==> config.mk <==
export PLATFORM = sky130hd
export DESIGN_NAME = fxn_div
export DESIGN_NICKNAME = d
export VERILOG_FILES = /design/src/hw/rtl/fxn_pkg.sv /design/src/hw/rtl/fxn_div.sv
export SDC_FILE = /design/constraint.sdc
export NUM_CORES = 1
export LEC_CHECK = 0
export BUFFER_PORTS_ARGS = -buffer_cell sky130_fd_sc_hd__buf_2
export CORE_MARGIN = 5
export CORE_UTILIZATION = 50
export CTS_BUF_LIST = sky130_fd_sc_hd__clkbuf_4 sky130_fd_sc_hd__clkbuf_8 sky130_fd_sc_hd__clkbuf_16
export DETAILED_ROUTE_END_ITERATION = 10
export GPL_ROUTABILITY_DRIVEN = 0
export PLACE_DENSITY = 0.71
export RECOVER_POWER = 50
export SYNTH_ARGS = -nofsm -noshare
export SYNTH_HDL_FRONTEND = slang
export SYNTH_SLANG_ARGS = --single-unit
==> constraint.sdc <==
create_clock -name clock -period 3.3 [get_ports clock]
set_clock_uncertainty 0.2 [all_clocks]
set_input_delay 0.165 -clock clock [delete_from_list [all_inputs] [get_ports clock]]
set_output_delay 0.165 -clock clock [all_outputs]
set_load 0.1 [all_outputs]
==> src/hw/rtl/fxn_pkg.sv <==
// fxn_pkg: shared types and constants of the filtered-x nlms adaptive fir
// used by fxn_div, fxnlms_adaptive_filter and the testbench; depends on nothing
`default_nettype none

package fxn_pkg;

   localparam int SAMPLE_W   = 24;   // q1.23 samples
   localparam int WEIGHT_W   = 32;   // q4.27 weights and step vector entries
   localparam int STEP_W     = 16;   // mu in q0.16
   localparam int REG_W      = 32;   // regularizer
   localparam int GAIN_W     = 40;   // q.32 gain, saturated to all ones
   localparam int DIVIDEND_W = 78;   // num << shift, same width for both gain forms
   localparam int CSR_IDX_W  = 2;

   localparam logic [CSR_IDX_W-1:0] CSR_TAPS = 2'd0;
   localparam logic [CSR_IDX_W-1:0] CSR_STEP = 2'd1;
   localparam logic [CSR_IDX_W-1:0] CSR_REG  = 2'd2;

   typedef enum logic [1:0] {
      OP_FILTER  = 2'd0,
      OP_UPDATE  = 2'd1,
      OP_PRECOMP = 2'd2,
      OP_APPLY   = 2'd3
   } op_type;

   typedef enum logic [3:0] {
      ST_CLEAR,
      ST_IDLE,
      ST_HWRITE,
      ST_EPASS,
      ST_EDRAIN,
      ST_DIV,
      ST_WPASS,
      ST_WDRAIN,
      ST_FINISH
   } state_type;

endpackage

`default_nettype wire

==> src/hw/rtl/fxn_div.sv <==
// fxn_div: restoring divider, one quotient bit per cycle, saturating gain result
// depends on fxn_pkg
`default_nettype none

module fxn_div import fxn_pkg::*; #(
   parameter int DEN_W = 54
) (
   input  wire logic                  clock,
   input  wire logic                  reset,
   input  wire logic                  start,
   input  wire logic [DIVIDEND_W-1:0] dividend,
   input  wire logic [DEN_W-1:0]      divisor,
   output logic                       done,
   output logic      [GAIN_W-1:0]     quotient
);

   localparam int CNT_W = $clog2(DIVIDEND_W + 1);

   logic                  busy_ff, busy_in;
   logic                  done_ff, done_in;
   logic [CNT_W-1:0]      cnt_ff, cnt_in;
   logic [DIVIDEND_W-1:0] num_ff, num_in;
   logic [DEN_W-1:0]      den_ff, den_in;
   logic [DEN_W-1:0]      rem_ff, rem_in;
   logic [GAIN_W-1:0]     q_ff, q_in;
   logic                  ovf_ff, ovf_in;
   logic [DEN_W:0]        trial;
   logic                  ge;

   always_comb begin
      trial   = {rem_ff, num_ff[DIVIDEND_W-1]};
      ge      = trial >= {1'b0, den_ff};
      busy_in = busy_ff;
      done_in = 1'b0;
      cnt_in  = cnt_ff;
      num_in  = num_ff;
      den_in  = den_ff;
      rem_in  = rem_ff;
      q_in    = q_ff;
      ovf_in  = ovf_ff;
      if (start) begin
         busy_in = 1'b1;
         cnt_in  = '0;
         num_in  = dividend;
         den_in  = divisor;
         rem_in  = '0;
         q_in    = '0;
         ovf_in  = 1'b0;
      end else if (busy_ff) begin
         num_in = {num_ff[DIVIDEND_W-2:0], 1'b0};
         rem_in = ge ? DEN_W'(trial - {1'b0, den_ff}) : DEN_W'(trial);
         // any bit pushed past the top means the gain saturates
         ovf_in = ovf_ff | q_ff[GAIN_W-1];
         q_in   = {q_ff[GAIN_W-2:0], ge};
         cnt_in = cnt_ff + CNT_W'(1);
         if (cnt_ff == CNT_W'(DIVIDEND_W - 1)) begin
            busy_in = 1'b0;
            done_in = 1'b1;
         end
      end
   end

   always_ff @(posedge clock) begin
      if (reset) begin
         busy_ff <= 1'b0;
         done_ff <= 1'b0;
      end else begin
         busy_ff <= busy_in;
         done_ff <= done_in;
      end
      cnt_ff <= cnt_in;
      num_ff <= num_in;
      den_ff <= den_in;
      rem_ff <= rem_in;
      q_ff   <= q_in;
      ovf_ff <= ovf_in;
   end

   assign done     = done_ff;
   assign quotient = ovf_ff ? {GAIN_W{1'b1}} : q_ff;

endmodule

`default_nettype wire

==> results by group, run 1 <==
Clock tree
  • Reg clk slew, reported paths: 60 ps
  • H-tree Lvls: 1
  • CTS Root Cell: clkbuf_16
  • Num CTS Buffers: 27
  • Worst-skew pair later-pin latency: roughly 550 ps
  • Clock Sinks: between 200 and 250
  • Bufs on Longest Clock Path: 3
  • TritonCTS clock tree: built

Power and ir drop
  • Pwr Density: between 500 and 600 mW/mm^2
  • Total power: between 8 and 9 mW
  • Sw Share: 28.31%
  • Int Pwr: around 6.3 mW
  • Net Sw Power: roughly 2.5 mW
  • Clk network pwr share: roughly a third
  • Gate power share: ~26%
  • Lkg Pwr: ~7.7 nW
  • Peak VDD IR: 0.0004863 V
  • Sequential power share: between 30% and 40%

Routing
  • DRT iter0 DRCs: ~730
  • Total wire length: between 30000 and 40000 um
  • Router iterations before antenna repair: 8
  • Via Count: between 10000 and 15000
  • Drc violations: 0
  • WL per Instance: between 15 and 20 um
  • Vias/cell: 5.458
  • Post-route ant nets: 0

Floorplanning
  • Core area: between 0.02 and 0.03 mm^2
  • Initial Util: between 50% and 60%
  • # IOs: approximately 180
  • Rows: between 50 and 60
  • Die Y: 170.1 um
  • Die width: around 170 um
  • Die area: about 0.029 mm^2

Synthesis
  • Commonest cells in the netlist: 146 x nor2_1, 132 x edfxtp_1, 104 x dfxtp_1
  • Post-synth ARST share: 0%
  • Syn_nets: about 1400
  • Mapped Area: ~0.013 mm^2
  • FF+latch count, synth: approximately 240
  • YS warnings: 0
  • Distinct cell type count after synthesis: 77
  • Yosys top cell area share: between 30% and 40%
  • Seq/Total Area, Yosys: around 47%
  • Gate Count Post-Synth: about 1300
  • Area leader, netlist: edfxtp_1
  • Post-synth EDFFs: between 100 and 150
  • Avg Inst Size Synth: just over 10 um^2
  • Top FF cell, synth: edfxtp_1
  • Top-count cell post-synth: nor2_1
  • Top cells by area, synth: edfxtp_1 31%, dfxtp_1 16%, mux2_2 7.3%

Timing
  • Slew margin rel.: between 15 and 20%
  • Setup ws final: -98.39 ps
  • RSZ-0062 raised after global routing: true
  • Period utilization: 103.0%
  • Tightest Pin Transition: between 1000 and 1500 ps
  • WHS: ~130 ps
  • Post-layout min period: around 3400 ps
  • Final hold vios: 0
  • Achievable Freq: between 0.2 and 0.3 GHz
  • Max-slew violation count: 0
  • Final setup violation count: 2

Placed design
  • Port Buffer Count: approximately 180
  • HPWL Detailed: between 20000 and 25000 um

GRT
  • Vias in the first global route: between 10000 and 15000
  • GR Util All Layers: between 20% and 30%
  • Largest net degree at the start of global routing: roughly 140
  • Antenna violations before repair: 3
  • First-pass GRT wire length: around 54000 um
  • GRT overflow: 0

Critical path
  • Maximum fanout along the worst path: 2
  • CP required: between 3000 and 4000 ps
  • Worst setup SP type: register
  • Worst setup EP type: register
  • WS Path Type: register to register
  • Crit path arrival time: 3590 ps

Final layout
  • Share of cells above drive strength 1: around 33%
  • # nets final: roughly 1800
  • Layout area overhead: 36.47%

Run
  • Max-capacitance violation count: 0

Status
  • Failing checks: setup timing
  • Status: finished with violations

Min path
  • Type of the worst min-delay path: input port to register
-- layout make-up --
type / count / area (um^2)
fillers: 1829 / 7691
multi-input cells: 868 / 6551
flip-flops and latches: 236 / 6050
repair buffers: 425 / 3272
clock buffers: 40 / 815.8
well taps: 330 / 412.9
inverters: 75 / 281.5
clock inverters: 10 / 97.59
diodes: 4 / 10.01
-- power by group through the flow --
stage          clock, mW  sequential (mW)  combinational [mW]
5_1_grt             3.23             3.49                2.44
4_1_cts             3.08             3.46                2.01
3_5_place_dp           0             3.52                1.83
2_1_floorplan          0             3.49                1.25
3_3_place_gp           0             3.51                1.80
6_report            3.03             3.47                2.24
-- timing repair --
item	CTS	global route
cloned	0	5
pin swaps	4	30
hold buffers	135	0
setup buffers	4	13
resized for setup	15	77
endpoints found under the hold margin	156	0
setup endpoints to repair	13	53
-- cell families after synthesis --
family / synth area share [%]
multiplexers: 11.90
AO/OA/AOI/OAI: 14.38
AND/OR/NAND/NOR: 13.25
buffers and inverters: 4.598
flip-flops: 47.17
adder cells (fa/ha/maj): 5.623
XOR/XNOR: 3.075
-- registers in the layout, summed over array words and instances, names as in the netlist --
| name | count |
|---|---|
| den_ff | 54 |
| ovf_ff | 1 |
| done | 1 |
| num_ff | 78 |
| busy_ff | 1 |
| rem_ff | 54 |
| q_ff | 40 |
| cnt_ff | 7 |
-- placed cells by master, fill, tap and decap left out, types with 63 or more instances in the layout --
master | netlist | final
a21oi_1 | 87 | 74
buf_4 | 4 | 97
buf_2 | 14 | 174
inv_1 | 75 | 71
nand2_1 | 65 | 63
dlygate4sd3_1 | 0 | 135
edfxtp_1 | 132 | 132
nor2_1 | 146 | 141
mux2_2 | 83 | 81
dfxtp_1 | 104 | 103
-- critical path, stage by stage, from the launching register on --
cell      delay (ps)
edfxtp_1         390
inv_2             90
ha_4             130
inv_2             30
fa_2             340
a21oi_2          180
o21ai_2           70
a211o_1          310
a211oi_4         260
o221ai_2         140
a21oi_2          190
nor4_2            70
or4_1            510
a211oi_2         240
nor3_1            80
-- worst paths after layout --
path	cells after the start	from	slack [ps]	to
worst max-delay path	14	num_ff[77]	-100	rem_ff[46]
worst min-delay path	2	divisor[51]	130	den_ff[51]
worst max register to register	14	num_ff[77]	-100	rem_ff[46]
worst min register to register	2	q_ff[0]	290	q_ff[0]
-- metrics by stage --
stage               instances  worst slack [ps]  area, um^2  TNS [ps]  utilization, %
global placement         1779            -143.6       14630    -234.4           58.11
floorplan                1252             51.70       12830         0               -
finish                   1988            -98.39       17490    -109.3           69.46
CTS                      1968            -52.93       17000    -102.7           67.50
detailed placement       1779            -185.2       14630    -391.0           58.11
global route             1987            -195.7       17490     -1436           69.45
-- per-layer routing --
layer | GRT usage (%) | part of all wire, % | vias to the layer above
met1 | 28.09 | 42 | 5170
met4 | 6.181 | 3.1 | 0
met2 | 38.96 | 50 | 311
met3 | 3.926 | 5.2 | 84
met5 | 0 | 0 | -
li1 | - | - | 5286
Note: power is estimated with default switching activity, not from simulation.
==> inputs of run 2 (changes only) <==
--- a/config.mk
+++ b/config.mk
@@ -5,13 +5,14 @@
 export SDC_FILE = /design/constraint.sdc
 export NUM_CORES = 1
 export LEC_CHECK = 0
+export ABC_AREA = 1
 export BUFFER_PORTS_ARGS = -buffer_cell sky130_fd_sc_hd__buf_2
 export CORE_MARGIN = 5
 export CORE_UTILIZATION = 50
 export CTS_BUF_LIST = sky130_fd_sc_hd__clkbuf_4 sky130_fd_sc_hd__clkbuf_8 sky130_fd_sc_hd__clkbuf_16
 export DETAILED_ROUTE_END_ITERATION = 10
 export GPL_ROUTABILITY_DRIVEN = 0
-export PLACE_DENSITY = 0.71
+export PLACE_DENSITY = 0.7
 export RECOVER_POWER = 50
 export SYNTH_ARGS = -nofsm -noshare
 export SYNTH_HDL_FRONTEND = slang
==> run 2 against run 1 <==
Clock power barely moved. Combinational power fell by 66%. Hold slack worse by 12 ps. Register-to-register slack gained 500 ps. The flow finishes with violations (capacitance limit, slew limit). Synthesized cell count increased by 68%. Critical path type is now input port to register.
==> results by group, run 2 <==
Status
  • Status: finished with violations (unchanged)
  • Failing checks: capacitance limit, slew limit (was setup timing)

Run
  • Max-capacitance violation count: 1 (was 0)

Critical path
  • Largest stage delay, worst path: 1150 ps (was 510 ps)
  • WS Path Type: input port to register (was register to register)
  • CP max stage cell: clkbuf_1 (was or4_1)
  • Worst setup SP type: input port (was register)
  • Crit path arrival time: 2890 ps (was 3590 ps)
  • RR Endpoint: rem_ff[44] (was rem_ff[46])
  • Reg2Reg Depth: 14 (unchanged)
  • Worst setup EP type: register (unchanged)
  • Crit path cell chain: dlygate4sd3_1 > clkbuf_1 > nor2_4 > clkinvlp_2 > buf_6 (was inv_2 > ha_4 > inv_2 > fa_2 > a21oi_2 > o21ai_2 > a211o_1 > a211oi_4 > o221ai_2 > a21oi_2 > nor4_2 > or4_1 > a211oi_2 > nor3_1)
  • Maximum fanout along the worst path: 118 (was 2)
  • Worst R2R Setup Slack: 400 ps (was -100 ps)
  • Worst r2r src: den_ff[18] (was num_ff[77])
  • CP required: 3260 ps (was 3490 ps)

Power and ir drop
  • Peak VDD IR: 0.0004057 V (was 0.0004863 V)
  • Gate power share: 10.7% (was 25.6%)
  • Pwr Density: 401.7 mW/mm^2 (was 500.2 mW/mm^2)
  • Int Pwr: 5.361 mW (was 6.272 mW)
  • Sequential power share: 47.0% (was 39.7%)
  • Total power: 7.111 mW (was 8.748 mW)
  • Net Sw Power: 1.750 mW (was 2.476 mW)
  • Clk network pwr share: 42.2% (was 34.7%)
  • Lkg Pwr: 9.593 nW (was 7.682 nW)
  • Sw Share: 24.61% (was 28.31%)

Final layout
  • Layout area overhead: 24.08% (was 36.47%)
  • # nets final: 2583 (was 1825)
  • Most frequent cells in the layout: 965 x nand2_1, 362 x inv_1, 169 x buf_2, 134 x dlygate4sd3_1, 132 x edfxtp_1 (was 174 x buf_2, 141 x nor2_1, 135 x dlygate4sd3_1, 132 x edfxtp_1, 103 x dfxtp_1)
  • Max FFs per register: 78 (unchanged)
  • Biggest regs: num_ff (78), den_ff (54), rem_ff (54) (unchanged)
  • Biggest register: num_ff (unchanged)
  • FILL cells: 2567 (was 1829)
  • FF+latch area: 0.006046 mm^2 (was 0.006050 mm^2)
  • Non-Filler Instances: 2790 (was 1988)
  • Commonest non-fill, non-tap cell in the layout: nand2_1 (was buf_2)
  • Multi-input logic area: 0.006580 mm^2 (was 0.006551 mm^2)
  • Share of cells above drive strength 1: 10.54% (was 33.31%)

Timing
  • Setup TNS: 0 ps (was -109.3 ps)
  • RSZ-0062 raised after global routing: false (was true)
  • Slew margin rel.: -7.991% (was 16.60%)
  • Tightest Pin Transition: 1620 ps (was 1251 ps)
  • Achievable Freq: 0.3414 GHz (was 0.2943 GHz)
  • Setup ws final: 370.6 ps (was -98.39 ps)
  • Post-layout min period: 2929 ps (was 3398 ps)
  • Final setup violation count: 0 (was 2)
  • Period utilization: 88.77% (was 103.0%)
  • Max-slew violation count: 22 (was 0)
  • Final hold vios: 0 (unchanged)
  • WHS: 116.8 ps (was 128.5 ps)

Synthesis
  • Gate Count Post-Synth: 2101 (was 1252)
  • Yosys top cell area share: 27.78% (was 30.93%)
  • Commonest cells in the netlist: 965 x nand2_1, 363 x inv_1, 132 x edfxtp_1 (was 146 x nor2_1, 132 x edfxtp_1, 104 x dfxtp_1)
  • Mapped Area: 0.01427 mm^2 (was 0.01282 mm^2)
  • Syn_nets: 2293 (was 1444)
  • Seq/Total Area, Yosys: 42.38% (was 47.17%)
  • Avg Inst Size Synth: 6.790 um^2 (was 10.24 um^2)
  • Post-synth ARST share: 0% (unchanged)
  • Top FF cell, synth: edfxtp_1 (unchanged)
  • Distinct cell type count after synthesis: 34 (was 77)
  • Top cells by area, synth: edfxtp_1 28%, nand2_1 25%, dfxtp_1 15% (was edfxtp_1 31%, dfxtp_1 16%, mux2_2 7.3%)
  • Area leader, netlist: edfxtp_1 (unchanged)
  • YS warnings: 0 (unchanged)
  • Post-synth EDFFs: 132 (unchanged)
  • FF+latch count, synth: 236 (unchanged)
  • Top-count cell post-synth: nand2_1 (was nor2_1)

Floorplanning
  • # IOs: 176 (unchanged)
  • Die Y: 178.9 um (was 170.1 um)
  • Initial Util: 50.93% (was 50.89%)
  • Core area: 0.02801 mm^2 (was 0.02518 mm^2)
  • Die width: 178.9 um (was 170.1 um)
  • Die area: 0.03201 mm^2 (was 0.02893 mm^2)
  • Rows: 61 (was 58)

Routing
  • DRT iter0 DRCs: 1153 (was 727)
  • Total wire length: 41250 um (was 33870 um)
  • Drc violations: 0 (unchanged)
  • Post-route ant nets: 0 (unchanged)
  • WL per Instance: 14.78 um (was 17.04 um)
  • Vias/cell: 5.044 (was 5.458)
  • Router iterations before antenna repair: 6 (was 8)
  • Via Count: 14070 (was 10850)

Placed design
  • Place WS: 452.0 ps (was -185.2 ps)
  • HPWL Detailed: 27690 um (was 21290 um)
  • Post-Place Cells: 2607 (was 1779)
  • Port Buffer Count: 175 (unchanged)

GRT
  • Antenna violations before repair: 1 (was 3)
  • Vias in the first global route: 13640 (was 10910)
  • Grt met2 use: 41.58% (was 38.96%)
  • GRT overflow: 0 (unchanged)
  • Met3 usage in global routing: 4.892% (was 3.926%)
  • First-pass GRT wire length: 67400 um (was 53760 um)
  • Largest net degree at the start of global routing: 119 (was 143)
  • Met1 GRT Util: 34.77% (was 28.09%)
  • GR Util All Layers: 25.70% (was 22.15%)
  • Most used routing layer: met2 (unchanged)

Clock tree
  • H-tree Lvls: 1 (unchanged)
  • Worst-skew pair later-pin latency: 560 ps (was 550 ps)
  • # Post-CTS Setup Buffers: 0 (was 4)
  • Bufs on Longest Clock Path: 3 (unchanged)
  • TritonCTS clock tree: built (unchanged)
  • Clock Sinks: 236 (unchanged)
  • Num CTS Buffers: 26 (was 27)
  • CTS Root Cell: clkbuf_16 (unchanged)
  • Reg clk slew, reported paths: 60 ps (about the same)
  • CTS Hold Bufs: 134 (was 135)
  • Post-CTS Resized: 0 (was 15)

Min path
  • Min-Delay Startpoint: divisor[35] (was divisor[51])
  • Hold worst-path end: den_ff[35] (was den_ff[51])
  • Type of the worst min-delay path: input port to register (unchanged)
  • WHS Path Cells: 2 (unchanged)
[run 2: cell types whose count changed after synthesis, moves of 47 or more]
cell / change
a211oi_1: -48
mux2_2: -83
inv_1: +288
nor2_1: -47
a21oi_1: -51
nand2_1: +900
mux2i_1: -59
nand3_1: +79
[run 2: critical path: cells and delay by family]
family | cells | cell delay, ps
buf+inv | 4 | 2600
simple gates | 1 | 0
[run 2: cells by family (layout without fill, tap and decap cells)]
| kind of cell | after synthesis | count (layout) | share of synthesized area, % |
|---|---|---|---|
| and+or+nand+nor | 1253 | 1253 | 35.59 |
| buffers and inverters | 433 | 743 | 11.55 |
| other | 0 | 1 | 0 |
| adders and majority gates | 57 | 57 | 5.052 |
| xor gates and xnor gates | 25 | 25 | 1.535 |
| AOI/OAI and AO/OA | 97 | 97 | 3.894 |
| DFF | 236 | 236 | 42.38 |
[run 2: power groups by stage]
stage          Combinational, mW  Sequential [mW]  Clock (mW)
5_1_grt                    0.852             3.36        3.19
6_report                   0.764             3.35        3.00
4_1_cts                    0.747             3.34        3.06
2_1_floorplan              0.406             3.39           0
3_5_place_dp               0.621             3.40           0
3_3_place_gp               0.616             3.40           0
[run 2: metrics by stage]
stage | util [%] | instance area, um^2
floorplan | - | 14270
finish | 63.20 | 17700
global placement | 55.33 | 15500
global route | 63.20 | 17700
detailed placement | 55.33 | 15500
CTS | 63.32 | 17740
[run 2: how the worst max path moves through the flow]
stage                     startpoint          to  slack (ps)
after floorplan                start   num_ff[0]         990
after global placement    den_ff[15]  rem_ff[52]         460
after detailed placement  den_ff[17]  rem_ff[44]         450
after CTS                 den_ff[22]  rem_ff[44]         430
after global routing           start  num_ff[40]         190
final                          start  num_ff[63]         370
[run 2: per-layer routing]
metal / vias up / share of wire [%]
met4: 0 / 3.6
met2: 552 / 45
met1: 6348 / 44
li1: 7073 / -
met5: - / 0
met3: 101 / 8.3
[run 2: layout make-up]
cell class | count | area share (%)
clock inverter | 14 | 0.8835
tap | 378 | 2.672
multi-input combinational | 1432 | 37.17
clock buffer | 34 | 4.184
sequential | 236 | 34.15
antenna | 1 | 0.01414
timing repair buffer | 321 | 12.98
inverter | 374 | 7.938
==> inputs of run 3 (changes only) <==
--- a/config.mk
+++ b/config.mk
@@ -12,7 +12,7 @@
 export CTS_BUF_LIST = sky130_fd_sc_hd__clkbuf_4 sky130_fd_sc_hd__clkbuf_8 sky130_fd_sc_hd__clkbuf_16
 export DETAILED_ROUTE_END_ITERATION = 10
 export GPL_ROUTABILITY_DRIVEN = 0
-export PLACE_DENSITY = 0.7
+export PLACE_DENSITY = 0.77
 export RECOVER_POWER = 50
 export SYNTH_ARGS = -nofsm -noshare
 export SYNTH_HDL_FRONTEND = slang
==> constraint.sdc (replaced) <==
create_clock -name clock -period 2.6 [get_ports clock]
set_clock_uncertainty 0.2 [all_clocks]
set_input_delay 0.13 -clock clock [delete_from_list [all_inputs] [get_ports clock]]
set_output_delay 0.13 -clock clock [all_outputs]
set_load 0.005 [all_outputs]
==> run 3 against run 2 <==
The run still ends with capacitance limit, slew limit left. Hold slack got worse by 39 ps. Combinational power increased by 53%. Sequential power up 27%. Critical path depth grew 11. Die area is the same. Non-clock buffer count is 59 higher. Flip-flop and latch count is the same. Largest cell class unchanged.
==> results by group, run 3 (synthesized netlist as in run 2, its figures left out) <==
Routing
  • WL per Instance: 15.54 um (was 14.78 um)
  • DRT iter0 DRCs: 1316 (was 1153)
  • Via Count: 14690 (was 14070)
  • Router iterations before antenna repair: 6 (unchanged)
  • Drc violations: 0 (unchanged)
  • Vias/cell: 5.160 (was 5.044)
  • Post-route ant nets: 0 (unchanged)
  • Total wire length: 44260 um (was 41250 um)

Critical path
  • CP max stage cell: fa_2 (was clkbuf_1)
  • Crit path cell chain: inv_1 > ha_1 > inv_2 > fa_2 > nand2_1 > nand3_2 > and2_4 > nand3_1 > nand3b_1 > buf_4 > nand2_2 > nand2_1 > nand2_1 > nand3_1 > nand3_1 > nand2_1 (was dlygate4sd3_1 > clkbuf_1 > nor2_4 > clkinvlp_2 > buf_6)
  • CP required: 2860 ps (was 3260 ps)
  • Worst r2r src: num_ff[77] (was den_ff[18])
  • Top delay family on crit path: simple AND/OR/NAND/NOR gates (was buffers and inverters)
  • Worst R2R Setup Slack: 100 ps (was 400 ps)
  • WS Path Type: register to register (was input port to register)
  • Reg2Reg Depth: 16 (was 14)
  • Worst setup EP type: register (unchanged)
  • Maximum fanout along the worst path: 4 (was 118)
  • RR Endpoint: rem_ff[36] (was rem_ff[44])
  • CP most frequent cell: nand2_1
  • Largest stage delay, worst path: 420 ps (was 1150 ps)
  • Worst Path Buf+Inv: 3 (was 4)
  • Crit path arrival time: 2760 ps (was 2890 ps)
  • Worst setup SP type: register (was input port)

Timing
  • Period utilization: 96.18%
  • Tightest Pin Transition: 1630 ps (was 1620 ps)
  • Max-slew violation count: 215 (was 22)
  • Setup ws final: 99.27 ps (was 370.6 ps)
  • Setup TNS: 0 ps (unchanged)
  • Final setup violation count: 0 (unchanged)
  • Achievable Freq: about 0.4 GHz
  • Slew margin rel.: -8.688% (was -7.991%)
  • Final hold vios: 0 (unchanged)
  • WHS: 77.88 ps (was 116.8 ps)
  • Post-layout min period: around 2500 ps

Floorplanning
  • Die width: 178.9 um (unchanged)
  • Initial Util: 50.93% (unchanged)
  • # IOs: 176 (unchanged)
  • Die area: 0.03201 mm^2 (unchanged)
  • Core area: 0.02801 mm^2 (unchanged)
  • Die Y: 178.9 um (unchanged)
  • Rows: 61 (unchanged)

Placed design
  • Dpl cell area: 0.01589 mm^2 (was 0.01550 mm^2)
  • Port Buffer Count: 175 (unchanged)
  • Place WS: -63.01 ps (was 452.0 ps)
  • Post-Place Cells: 2649 (was 2607)
  • HPWL Detailed: 28680 um (was 27690 um)

Final layout
  • Layout area overhead: 34.25% (was 24.08%)
  • Non-Filler Instances: 2847 (was 2790)
  • Max FFs per register: 78 (unchanged)
  • Biggest regs: num_ff (78), den_ff (54), rem_ff (54) (unchanged)
  • Most frequent cells in the layout: 917 x nand2_1, 337 x inv_1, 166 x buf_2, 134 x dlygate4sd3_1, 132 x edfxtp_1 (was 965 x nand2_1, 362 x inv_1, 169 x buf_2, 134 x dlygate4sd3_1, 132 x edfxtp_1)
  • Biggest register: num_ff (unchanged)
  • Share of cells above drive strength 1: 18.60% (was 10.54%)
  • # nets final: 2641 (was 2583)
  • Commonest non-fill, non-tap cell in the layout: nand2_1 (unchanged)
  • Final instance area: 0.01915 mm^2 (was 0.01770 mm^2)

Power and ir drop
  • Gate power share: 13.0% (was 10.7%)
  • Clk network pwr share: 39.8% (was 42.2%)
  • Int Pwr: 6.791 mW (was 5.361 mW)
  • Peak VDD IR: 0.0006139 V (was 0.0004057 V)
  • Sw Share: 24.59% (was 24.61%)
  • Lkg Pwr: 9.920 nW (was 9.593 nW)
  • Sequential power share: 47.2% (was 47.0%)
  • Pwr Density: 470.2 mW/mm^2 (was 401.7 mW/mm^2)
  • Net Sw Power: 2.214 mW (was 1.750 mW)

Clock tree
  • Bufs on Longest Clock Path: 3 (unchanged)
  • H-tree Lvls: 1 (unchanged)
  • Worst-skew pair later-pin latency: 560 ps (about the same)
  • Clock Sinks: 236 (unchanged)
  • Reg clk slew, reported paths: 60 ps (about the same)
  • TritonCTS clock tree: built (unchanged)
  • Num CTS Buffers: 25 (was 26)
  • CTS Root Cell: clkbuf_16 (unchanged)

Min path
  • Hold worst-path end: den_ff[4] (was den_ff[35])
  • Type of the worst min-delay path: input port to register (unchanged)
  • WHS Path Cells: 2 (unchanged)
  • Min-Delay Startpoint: divisor[4] (was divisor[35])

GRT
  • Antenna violations before repair: 0 (was 1)
  • Largest net degree at the start of global routing: 133 (was 119)
  • Vias in the first global route: 13890 (was 13640)
  • GR Util All Layers: 26.04% (was 25.70%)
  • First-pass GRT wire length: 67900 um (was 67400 um)
  • GRT overflow: 0 (unchanged)

Status
  • Failing checks: capacitance limit, slew limit (unchanged)
  • Status: finished with violations (unchanged)

Run
  • Max-capacitance violation count: 2 (was 1)
## run 3: changes by cell type in the layout (fill, tap and decap cells not counted), sizes merged
| cell | change |
|---|---|
| buf | +53 |
| clkbuf | +6 |
| inv | +1 |
| clkinvlp | -3 |
## run 3: layer usage
metal / global-route usage (%) / vias to the layer above / routed length (um) / share of wire [%]
li1: - / 7195 / - / -
met1: 32.96 / 6609 / 17600 / 40
met2: 43.18 / 733 / 20230 / 46
met3: 6.010 / 153 / 4308 / 9.7
met4: 10.30 / 0 / 2112 / 4.8
met5: 0 / - / 0 / 0
## run 3: layout make-up
class / count / area (um^2)
well taps: 378 / 473.0
diodes: 1 / 2.502
clock inverters: 12 / 121.4
multi-input cells: 1432 / 7470
flip-flops and latches: 236 / 6046
inverters: 374 / 1404
repair buffers: 380 / 2937
fillers: 2239 / 8859
clock buffers: 34 / 699.4
## run 3: power by group through the flow
stage          clock (mW)  combinational, mW  sequential (mW)
2_1_floorplan           0              0.515             4.30
3_3_place_gp            0              0.820             4.31
3_5_place_dp            0              0.833             4.32
4_1_cts              3.66              0.997             4.24
5_1_grt              3.80               1.28             4.27
6_report             3.59               1.17             4.25
## run 3: worst max path at each step
| stage | startpoint | end | slack [ps] | cells past startpoint |
|---|---|---|---|---|
| 2_1_floorplan | den_ff[14] | rem_ff[44] | 310 | 15 |
| 3_3_place_gp | num_ff[77] | rem_ff[52] | -90 | 15 |
| 3_5_place_dp | num_ff[77] | rem_ff[48] | -60 | 16 |
| 4_1_cts | num_ff[77] | rem_ff[32] | 0.06 | 18 |
| 5_1_grt | num_ff[77] | rem_ff[36] | -30 | 16 |
| 6_report | num_ff[77] | rem_ff[36] | 100 | 16 |
## run 3: metrics by stage
| step | total power [mW] | util, % |
|---|---|---|
| 6_report | 9.006 | 68.37 |
| 5_1_grt | 9.357 | 68.37 |
| 4_1_cts | 8.892 | 64.53 |
| 3_5_place_dp | 5.149 | 56.72 |
| 3_3_place_gp | 5.130 | 56.72 |
| 2_1_floorplan | 4.816 | - |
## run 3: repair_timing
item / in CTS / in global routing
endpoints found under the hold margin: 136 / 0
resized for setup: 5 / 175
hold buffers: 134 / 0
setup endpoints to repair: 14 / 55
gates cloned: 0 / 5
pin swaps: 0 / 28
setup buffers: 0 / 13
